===== config.mk =====
export PLATFORM = sky130hd
export DESIGN_NAME = kvte_cell
export DESIGN_NICKNAME = d
export VERILOG_FILES = /design/src/design/kvte_pkg.sv /design/src/design/kvte_cell.sv
export SDC_FILE = /design/constraint.sdc
export NUM_CORES = 1
export LEC_CHECK = 0
export ABC_AREA = 1
export BUFFER_PORTS_ARGS = -buffer_cell sky130_fd_sc_hd__buf_2
export CAP_MARGIN = 20
export CORE_ASPECT_RATIO = 0.5
export CORE_MARGIN = 1
export CORE_UTILIZATION = 30
export DETAILED_ROUTE_END_ITERATION = 10
export SKIP_LAST_GASP = 1
export SLEW_MARGIN = 25
export SYNTH_ARGS = -nofsm -noshare
export SYNTH_HDL_FRONTEND = slang
export SYNTH_SLANG_ARGS = --single-unit

===== constraint.sdc =====
create_clock -name clk -period 4.5 [get_ports clk]
set_input_delay 0.45 -clock clk [delete_from_list [all_inputs] [get_ports clk]]
set_output_delay 0.45 -clock clk [all_outputs]
set_load 0.02 [all_outputs]

===== src/design/kvte_pkg.sv =====
// ----------------------------------------------------------------------------
// kvte_pkg
// Shared sizes, codes and bundle types of the key/value table engine.
// ----------------------------------------------------------------------------
package kvte_pkg;

    localparam int CAPACITY   = 64;
    localparam int KEY_BITS   = 32;
    localparam int VALUE_BITS = 32;
    localparam int IDX_BITS   = $clog2(CAPACITY);
    localparam int CNT_BITS   = $clog2(CAPACITY + 1);
    localparam int ACT_W      = 3;
    localparam int INDEX_W    = 6;
    localparam int LIM_W      = 7;
    localparam int LIM_RESET  = 64;

    typedef enum logic [ACT_W-1:0] {
        ACT_LOOKUP = 3'd0,
        ACT_INSERT = 3'd1,
        ACT_UPDATE = 3'd2,
        ACT_UPSERT = 3'd3,
        ACT_ERASE  = 3'd4,
        ACT_READ   = 3'd5
    } action_t;

    typedef enum logic [1:0] {
        ST_IDLE,
        ST_REDUCE,
        ST_EXEC
    } state_t;

    // control from the sequencer to every cell
    typedef struct packed {
        logic                  cmp_en;
        logic [ACT_W-1:0]      action;
        logic [KEY_BITS-1:0]   key;
        logic [IDX_BITS-1:0]   index;
        logic [CNT_BITS-1:0]   count;
        logic                  upd_en;
        logic                  ins_en;
        logic                  shift_en;
        logic [IDX_BITS-1:0]   pos;
        logic [VALUE_BITS-1:0] value;
    } cell_ctrl_t;

    // registered summary of the selected cell
    typedef struct packed {
        logic                  found;
        logic [IDX_BITS-1:0]   pos;
        logic [KEY_BITS-1:0]   key;
        logic [VALUE_BITS-1:0] value;
    } red_t;

endpackage


===== src/design/kvte_cell.sv =====
// ----------------------------------------------------------------------------
// kvte_cell
// One table slot: holds a pair, flags itself selected, loads, updates or
// takes its upper neighbor's pair when the table closes a gap.
// ----------------------------------------------------------------------------
module kvte_cell (
    input  logic                            clk,
    input  logic                            rst_n,
    input  logic [kvte_pkg::IDX_BITS-1:0]   cell_idx,
    input  kvte_pkg::cell_ctrl_t            ctrl,
    input  logic [kvte_pkg::KEY_BITS-1:0]   nbr_key,
    input  logic [kvte_pkg::VALUE_BITS-1:0] nbr_value,
    output logic                            sel,
    output logic [kvte_pkg::KEY_BITS-1:0]   key_out,
    output logic [kvte_pkg::VALUE_BITS-1:0] value_out
);
    import kvte_pkg::*;

    logic                  sel_reg;
    logic                  sel_next;
    logic                  live;
    logic                  hit;
    logic [KEY_BITS-1:0]   key_reg;
    logic [KEY_BITS-1:0]   key_next;
    logic [VALUE_BITS-1:0] value_reg;
    logic [VALUE_BITS-1:0] value_next;

    // selection: key match for keyed actions, position match for read
    always_comb
    begin
        live = CNT_BITS'(cell_idx) < ctrl.count;
        case (ctrl.action)
            ACT_LOOKUP, ACT_INSERT, ACT_UPDATE, ACT_UPSERT, ACT_ERASE:
                hit = (key_reg == ctrl.key);
            ACT_READ:
                hit = (cell_idx == ctrl.index);
            default:
                hit = 1'b0;
        endcase
        sel_next = ctrl.cmp_en ? (live && hit) : sel_reg;
    end

    // pair update: shift down, append, or overwrite value
    always_comb
    begin
        key_next   = key_reg;
        value_next = value_reg;
        if (ctrl.shift_en && (cell_idx >= ctrl.pos))
        begin
            key_next   = nbr_key;
            value_next = nbr_value;
        end
        else if (ctrl.ins_en && (CNT_BITS'(cell_idx) == ctrl.count))
        begin
            key_next   = ctrl.key;
            value_next = ctrl.value;
        end
        else if (ctrl.upd_en && sel_reg)
        begin
            value_next = ctrl.value;
        end
    end

    always_ff @(posedge clk or negedge rst_n)
    begin
        if (!rst_n)
            sel_reg <= 1'b0;
        else
            sel_reg <= sel_next;
    end

    always_ff @(posedge clk)
    begin
        key_reg   <= key_next;
        value_reg <= value_next;
    end

    assign sel       = sel_reg;
    assign key_out   = key_reg;
    assign value_out = value_reg;

endmodule


==> results of run 1 <==
==> power breakdown <==
part           switching [µW]  total (µW)  internal [µW]
registers                29.8         789            760
logic                     293         465            172
clock network             241         604            363
total                     564        1860           1290
==> cell type report <==
type / instances / area, µm²
clock buffers: 10 / 229.0
clock inverters: 5 / 23.77
fillers: 1273 / 6894
inverters: 40 / 150.1
multi-input cells: 327 / 1605
flip-flops and latches: 65 / 1947
well taps: 165 / 206.4
repair buffers: 231 / 1171
==> critical path: stages <==
cell and delay, ns:
buf_2 0.10, inv_1 0.06, ha_1 0.29, inv_1 0.06, a21boi_1 0.05, nor2_1 0.19
o221ai_4 0.13, nand2_2 0.09, buf_4 0.55, nand2_1 0.10, buf_4 0.30
==> cell usage after synthesis, drive strengths merged <==
library cell	n
nand2	179
nand3	68
edfxtp	64
inv	40
nor2	24
buf	15
xor2	13
ha	12
xnor2	12
a21oi	6
clkbuf	6
nand4	3
nor3	3
o21ai	3
a21boi	1
dfrtp	1
o211ai	1
o221ai	1
or2	1
==> timing repair <==
item                                   CTS  global route
endpoints found under the hold margin    1             0
hold buffers                             1             0
resized for setup                        0             0
==> final timing paths <==
kind                                  start            to  slack [ns]
worst max-delay path            cell_idx[0]    key_out[4]        2.13
worst min-delay path               ctrl[89]           sel        0.38
worst max register to register          sel  value_out[4]        2.84
worst min register to register          sel           sel        0.51
max in group asynchronous             rst_n           sel        3.97
min in group asynchronous             rst_n           sel        0.45
==> metrics by stage <==
stage,cells,util
2_1_floorplan,453,-
3_3_place_gp,827,0.4147
3_5_place_dp,827,0.4147
4_1_cts,843,0.4361
5_1_grt,843,0.4361
6_report,843,0.4361
==> cell families (layout without fill, tap and decap cells) <==
kind of cell    after synthesis  after routing
compound gates               12             12
xor+xnor                     25             25
flops                        65             65
buf+inv                      61            286
fa+ha+maj                    12             12
simple gates                278            278
==> per-layer routing <==
metal / share of wire / wire length [µm] / vias to the layer above / GRT usage
met1: 0.43 / 4793 / 1663 / 0.1946
met3: 0.045 / 498 / 12 / 0.04096
met4: 0.013 / 150 / 0 / 0.05421
li1: - / - / 1915 / -
met2: 0.51 / 5695 / 83 / 0.2940
met5: 0 / 0 / - / 0
==> flow_metrics.tcl, run 1 <==
set metrics [dict create \
    outcome "complete, no violations" \
    postCtsSetupBuffers 0 \
    ys_seq_area_frac 0.5011 \
    period_share 0.5268 \
    ys_ff_latch 65 \
    die_w_um 162.9 \
    synth_adder_area_share 0.03865 \
    crit_path_start_kind "input pin" \
    ys.warnings.count 0 \
    dr.first_iter.drc_count 176 \
    final_cell_mix "226 x buf_2, 178 x nand2_1, 67 x nand3_1" \
    slew_headroom 0.4533 \
    grt_pass1_wl_um 16540 \
    layout-drive-gt1-share 0.3614 \
    synth-simple-area-share 0.2947 \
    power.density_nw_per_um2 348.5 \
    ant_nets 0 \
    pin_count 227 \
    hold_class "in2reg" \
    final_design_area_no_fill_um2 5333 \
    cts_buffers 9 \
    synth_area_per_cell_um2 8.576 \
    cp.arrival_ns 2.40 \
    maxCapViolCount 0 \
    io_buffers 226 \
    cts_sinks 65 \
    vias 3673 \
    synth_fp_nets 627 \
    antenna_found_initial 0 \
    nets 848 \
    power_uw 1859 \
    finalSetupViolations 0 \
    gp_congestion 0.8849 \
    layout_commonest_cell "buf_2" \
    wirelength_um 11140 \
    yosysUniqueCellTypes 23 \
    htree_levels 3 \
    synth-compound-area-share 0.01932 \
    die_y_um 82.47 \
    synth_xor_area_frac 0.05636 \
    core_area_um2 12230 \
    hold_viol 0 \
    place_ws_ns 1.785 \
    avgRoutedWirePerCell_um 13.21 \
    placedInstanceArea_um2 5070 \
    cts_tree "done" \
    grt_pass1_vias 3390 \
    antennaDiodeCount 0 \
    path_max_fanout 65 \
    cts_buffer_depth 2 \
    netlist_instances 453 \
    synth_top_area_cell "edfxtp_1" \
    die_area_um2 13440 \
    clk_pin_slew_ns 0.05 \
    fin_crit_ns 2.371 \
    grt_start_max_net_pins 66 \
    synth_area_leaders "edfxtp_1 49%, nand2_1 17%, nand3_1 8.8%, ha_1 3.9%, inv_1 3.9%" \
    leakagePower_uw 0.002790 \
    vdd_drop_max_mv 0.1737 \
    dpl.hpwl_um 8362 \
    critPathCaptureType "register" \
    clock_latency_ns 0.32 \
    reg2reg_depth 2 \
    grt_setup_unrepaired "false" \
    fin_tns_setup_ns 0 \
    drc 0 \
    clock_skew_ns 0.006392 \
    rows 28 \
    critPathRequiredTime_ns 4.53 \
    setup_ws_ns 2.129 \
    synth_top_family_by_area "simple AND/OR/NAND/NOR gates" \
    overflow 0 \
    track_usage 0.1637 \
    firstDrtPassIters 4 \
    start_util 0.3177 \
    yosysTopAreaCellShare 0.4947 \
    via_per_inst 4.357 \
    cts_root_buf "clkbuf_16" \
    netlist_area_um2 3885 \
    fmax_mhz 421.8 \
    slew_violations 0 \
    path_class "in2reg" \
    hold_depth 4 \
    holdWs_ns 0.3760 \
    synth.area.mux_share 0 \
    syn2layout_area_growth_pct 37.26 \
    worstMarginPinSlew_ns 0.8191 \
]
(Power assumes the default switching activity.)
==> run 2: changes to the inputs <==
- clock period: 4.5 -> 2.4 ns (I/O delays scaled with it)
==> run 2 against run 1 <==
Sequential power increased by 88%. Register-to-register slack got worse by 1.8 ns. Clock skew decreased by 0.0016 ns. Combinational power increased by 92%. Critical path depth decreased by 2. Hold slack got worse by 0.20 ns. Wire length decreased by 0.56%. Final area increased by 1.8%. Critical endpoint is now value_out[26]. Largest power group unchanged. Highest routed layer unchanged.
==> flow_metrics.tcl, run 2 (synthesis results as in run 1) <==
set metrics [dict create \
    postCtsSetupBuffers 0 \
    dpl.hpwl_um 8364 \
    vdd_drop_max_mv 0.3390 \
    critPathRequiredTime_ns 2.58 \
    drc 0 \
    antenna_found_initial 0 \
    via_per_inst 4.359 \
    start_util 0.3177 \
    layout-drive-gt1-share 0.3636 \
    track_usage 0.1640 \
    fin_crit_ns 1.558 \
    cp.arrival_ns 1.74 \
    cts_root_buf "clkbuf_16" \
    maxCapViolCount 0 \
    die_area_um2 13440 \
    path_class "in2reg" \
    core_area_um2 12230 \
    nets 851 \
    slew_violations 0 \
    hold_class "in2reg" \
    fmax_mhz 641.8 \
    cts_sinks 65 \
    antennaDiodeCount 0 \
    grt_start_max_net_pins 65 \
    final_cell_mix "226 x buf_2, 178 x nand2_1, 67 x nand3_1" \
    vias 3692 \
    rows 28 \
    grt_pass1_wl_um 16730 \
    firstDrtPassIters 4 \
    ant_nets 0 \
    path_max_fanout 64 \
    power.density_nw_per_um2 672.6 \
    slew_headroom 0.7303 \
    clk_pin_slew_ns 0.05 \
    grt_pass1_vias 3573 \
    finalSetupViolations 0 \
    syn2layout_area_growth_pct 39.71 \
    wirelength_um 11080 \
    cts_hold_repair.buffers 1 \
    htree_levels 3 \
    critPathCaptureType "register" \
    period_share 0.6492 \
    worstMarginPinSlew_ns 0.4045 \
    overflow 0 \
    min_from "ctrl[89]" \
    outcome "complete, no violations" \
    finish.utilization 0.4439 \
    hold_viol 0 \
    fin_tns_setup_ns 0 \
    leakagePower_uw 0.002836 \
    pin_count 227 \
    critPathLaunch "cell_idx[1]" \
    cts_buffers 9 \
    layout_commonest_cell "buf_2" \
    gp_congestion 0.8126 \
    io_buffers 226 \
    grt_setup_unrepaired "false" \
    r2r_setup_slack_ns 1.02 \
    die_y_um 82.47 \
    clock_latency_ns 0.32 \
    die_w_um 162.9 \
    clock_skew_ns 0.004803 \
    cts_resized 0 \
    crit_path_start_kind "input pin" \
    cts_tree "done" \
    r2r-start "key_out[23]" \
    avgRoutedWirePerCell_um 13.08 \
    cts_buffer_depth 2 \
    dr.first_iter.drc_count 150 \
]
-- run 2: critical path, stage by stage --
cell,delay (ns)
buf_2,0.13
ha_1,0.28
a21boi_1,0.12
nor2_1,0.19
o221ai_4,0.15
nand2_2,0.14
buf_12,0.30
nand2_1,0.08
nand2_1,0.08
-- run 2: layout make-up --
class	count	area [µm²]
Timing Repair Buffer	234	1231
Inverter	40	150.1
Fill cell	1293	6799
Tap cell	165	206.4
Sequential cell	65	1947
Clock buffer	15	257.7
Clock inverter	1	30.03
Multi-Input combinational cell	327	1605
-- run 2: final timing paths --
check | to | cells past startpoint
max | value_out[26] | 9
max reg2reg | sel | 8
min in group asynchronous | sel | 2
max in group asynchronous | sel | 2
min | sel | 4
min reg2reg | sel | 2
-- run 2: metrics by stage --
step	instances	hold WS, ns	instance area [µm²]	setup slack [ns]	total power [µW]
6_report	847	0.1748	5428	0.8419	3650
5_1_grt	847	0.1699	5428	0.7428	3855
4_1_cts	847	0.1670	5428	0.8373	3709
3_5_place_dp	830	0.01880	5130	0.4954	2408
3_3_place_gp	830	0.01540	5130	0.5150	2396
2_1_floorplan	453	-0.05559	3890	0.07503	2055
-- run 2: per-layer routing --
metal | track usage | part of all wire | routed length [µm]
met3 | 0.04346 | 0.043 | 479
met4 | 0.04486 | 0.0089 | 99
met2 | 0.3081 | 0.53 | 5846
met1 | 0.1868 | 0.42 | 4649
met5 | 0 | 0 | 0
-- run 2: power by group --
| part | internal [µW] | switching (µW) |
|---|---|---|
| Clock | 834 | 443 |
| Sequential | 1420 | 58.5 |
| Combinational | 339 | 551 |
==> run 3: changes to the inputs <==
- clock period: 2.4 -> 1.28 ns (I/O delays scaled with it)
==> run 3 against run 2 <==
The flow now finishes with violations (negative setup slack). Clock power rose by 97%. Critical endpoint is now value_out[9]. Final cell count is 1.8% higher. Die area unchanged. Clock-buffer cell count down 4. Highest routed layer unchanged.
==> flow_metrics.tcl, run 3 (synthesis results as in run 1) <==
set metrics [dict create \
    outcome "finished, violations left" \
    violations "negative setup slack" \
    use_met1 0.2099 \
    path_max_fanout 19 \
    finalSetupViolations 129 \
    cts_buffer_depth 2 \
    die_w_um 162.9 \
    final_cell_mix "216 x buf_2, 169 x nand2_1, 67 x nand3_1" \
    clk_pin_slew_ns 0.05 \
    busiest_layer "met2" \
    gp_congestion 0.8123 \
    place_ws_ns -0.4914 \
    wirelength_um 12010 \
    final_design_area_no_fill_um2 5931 \
    antennaDiodeCount 0 \
    period_share 1.100 \
    cpMaxStageDelayCell "ha_4" \
    syn2layout_area_growth_pct 52.66 \
    grt_pass1_wl_um 17350 \
    p_comb_frac 0.270 \
    use_met2 0.3009 \
    worstMarginPinSlew_ns 0.2644 \
    setup_ws_ns -0.1282 \
    ant_nets 0 \
    htree_levels 3 \
    nets 867 \
    critPathCaptureType "register" \
    cts_tree "done" \
    track_usage 0.1703 \
    use_met3 0.03946 \
    cp_num_buf_inv 4 \
    via_per_inst 4.389 \
    holdWs_ns 0.07277 \
    placedInstanceArea_um2 5376 \
    cts_sinks 65 \
    crit_family "compound AO/OA/AOI/OAI gates" \
    die_y_um 82.47 \
    clock_skew_ns 0.003190 \
    power.density_nw_per_um2 1224 \
    hold_class "in2reg" \
    start_util 0.3177 \
    crit_path_start_kind "input pin" \
    grt_start_max_net_pins 45 \
    grt_pass1_vias 3484 \
    p_int_uw 5181 \
    switchingPower_uw 2080 \
    swShare 0.2865 \
    vias 3783 \
    grt_setup_unrepaired "true" \
    drc 0 \
    clock_latency_ns 0.32 \
    overflow 0 \
    finish.utilization 0.4851 \
    fin_crit_ns 1.408 \
    path_class "in2reg" \
    die_area_um2 13440 \
    hold_viol 0 \
    layout-drive-gt1-share 0.4175 \
    fmax_mhz 710.1 \
    firstDrtPassIters 4 \
    critPathRequiredTime_ns 1.31 \
    avgRoutedWirePerCell_um 13.94 \
    cts_root_buf "clkbuf_16" \
    p_seq_frac 0.382 \
    rows 28 \
    leakagePower_uw 0.003006 \
    cp.arrival_ns 1.44 \
    layout_commonest_cell "buf_2" \
    fin_tns_setup_ns -11.26 \
    power.share.clock 0.348 \
    dpl.hpwl_um 9152 \
    slew_violations 0 \
    cts_buffers 9 \
    worstPathCellList "buf_8 -> inv_4 -> ha_4 -> inv_2 -> a21boi_4 -> nor2_4 -> o221ai_4 -> nand2_8 -> nand3_4 -> buf_12" \
    pin_count 227 \
    core_area_um2 12230 \
    vdd_drop_max_mv 0.5290 \
    antenna_found_initial 0 \
    io_buffers 226 \
    dr.first_iter.drc_count 203 \
    slew_headroom 0.8218 \
    maxCapViolCount 0 \
    max_stage_delay_ns 0.25 \
]
[run 3: changes by cell type in the layout (fill, tap and decap cells not counted), sizes merged]
cell    delta
bufinv     +1
clkinv     +2
clkbuf     -2
buf       +14
[run 3: worst register-to-register path: cells and delay by family (launching register included)]
kind	cells	cell delay, ns
flops	1	0.37
compound gates	1	0.15
simple gates	7	0.72
[run 3: path summary, 6_finish.rpt]
path	start	to	cells past startpoint	slack (ns)
worst min-delay path	ctrl[23]	value_out[23]	3	0.07
worst max register to register	key_out[23]	sel	8	-0.03
max in group asynchronous	rst_n	sel	2	1.08
min in group asynchronous	rst_n	sel	2	0.11
worst min register to register	sel	sel	2	0.51
worst max-delay path	cell_idx[0]	value_out[9]	10	-0.13
[run 3: layout make-up]
class / instances / area, µm²
Timing Repair Buffer: 250 / 1553
Fill cell: 1224 / 6296
Clock inverter: 4 / 68.82
Inverter: 40 / 157.7
Clock buffer: 11 / 232.7
Tap cell: 165 / 206.4
Multi-Input combinational cell: 327 / 1765
Sequential cell: 65 / 1947
[run 3: layer usage]
layer / share of wire / routed length, µm
met1: 0.45 / 5354
met2: 0.50 / 5978
met3: 0.044 / 533
met4: 0.012 / 145
met5: 0 / 0
[run 3: power by group through the flow]
stage          registers (µW)  clock network, µW  logic, µW
3_3_place_gp             2810                  0       1800
4_1_cts                  2780               2590       1840
5_1_grt                  2810               2680       2160
6_report                 2780               2520       1960
2_1_floorplan            3130                  0        746
3_5_place_dp             2820                  0       1820
[run 3: stage by stage]
step / std cells / power [µW]
after detailed placement: 843 / 4639
after global placement: 843 / 4607
after global routing: 862 / 7649
after CTS: 860 / 7209
final: 862 / 7262
after floorplan: 453 / 3881
[run 3: timing repair]
action / CTS / global route
hold endpoints to repair: 1 / 0
pin swaps: 3 / 3
gates resized for setup: 4 / 44
cloned: 0 / 2
hold buffers: 1 / 0
buffers inserted: 1 / 0
endpoints found under the setup margin: 129 / 129
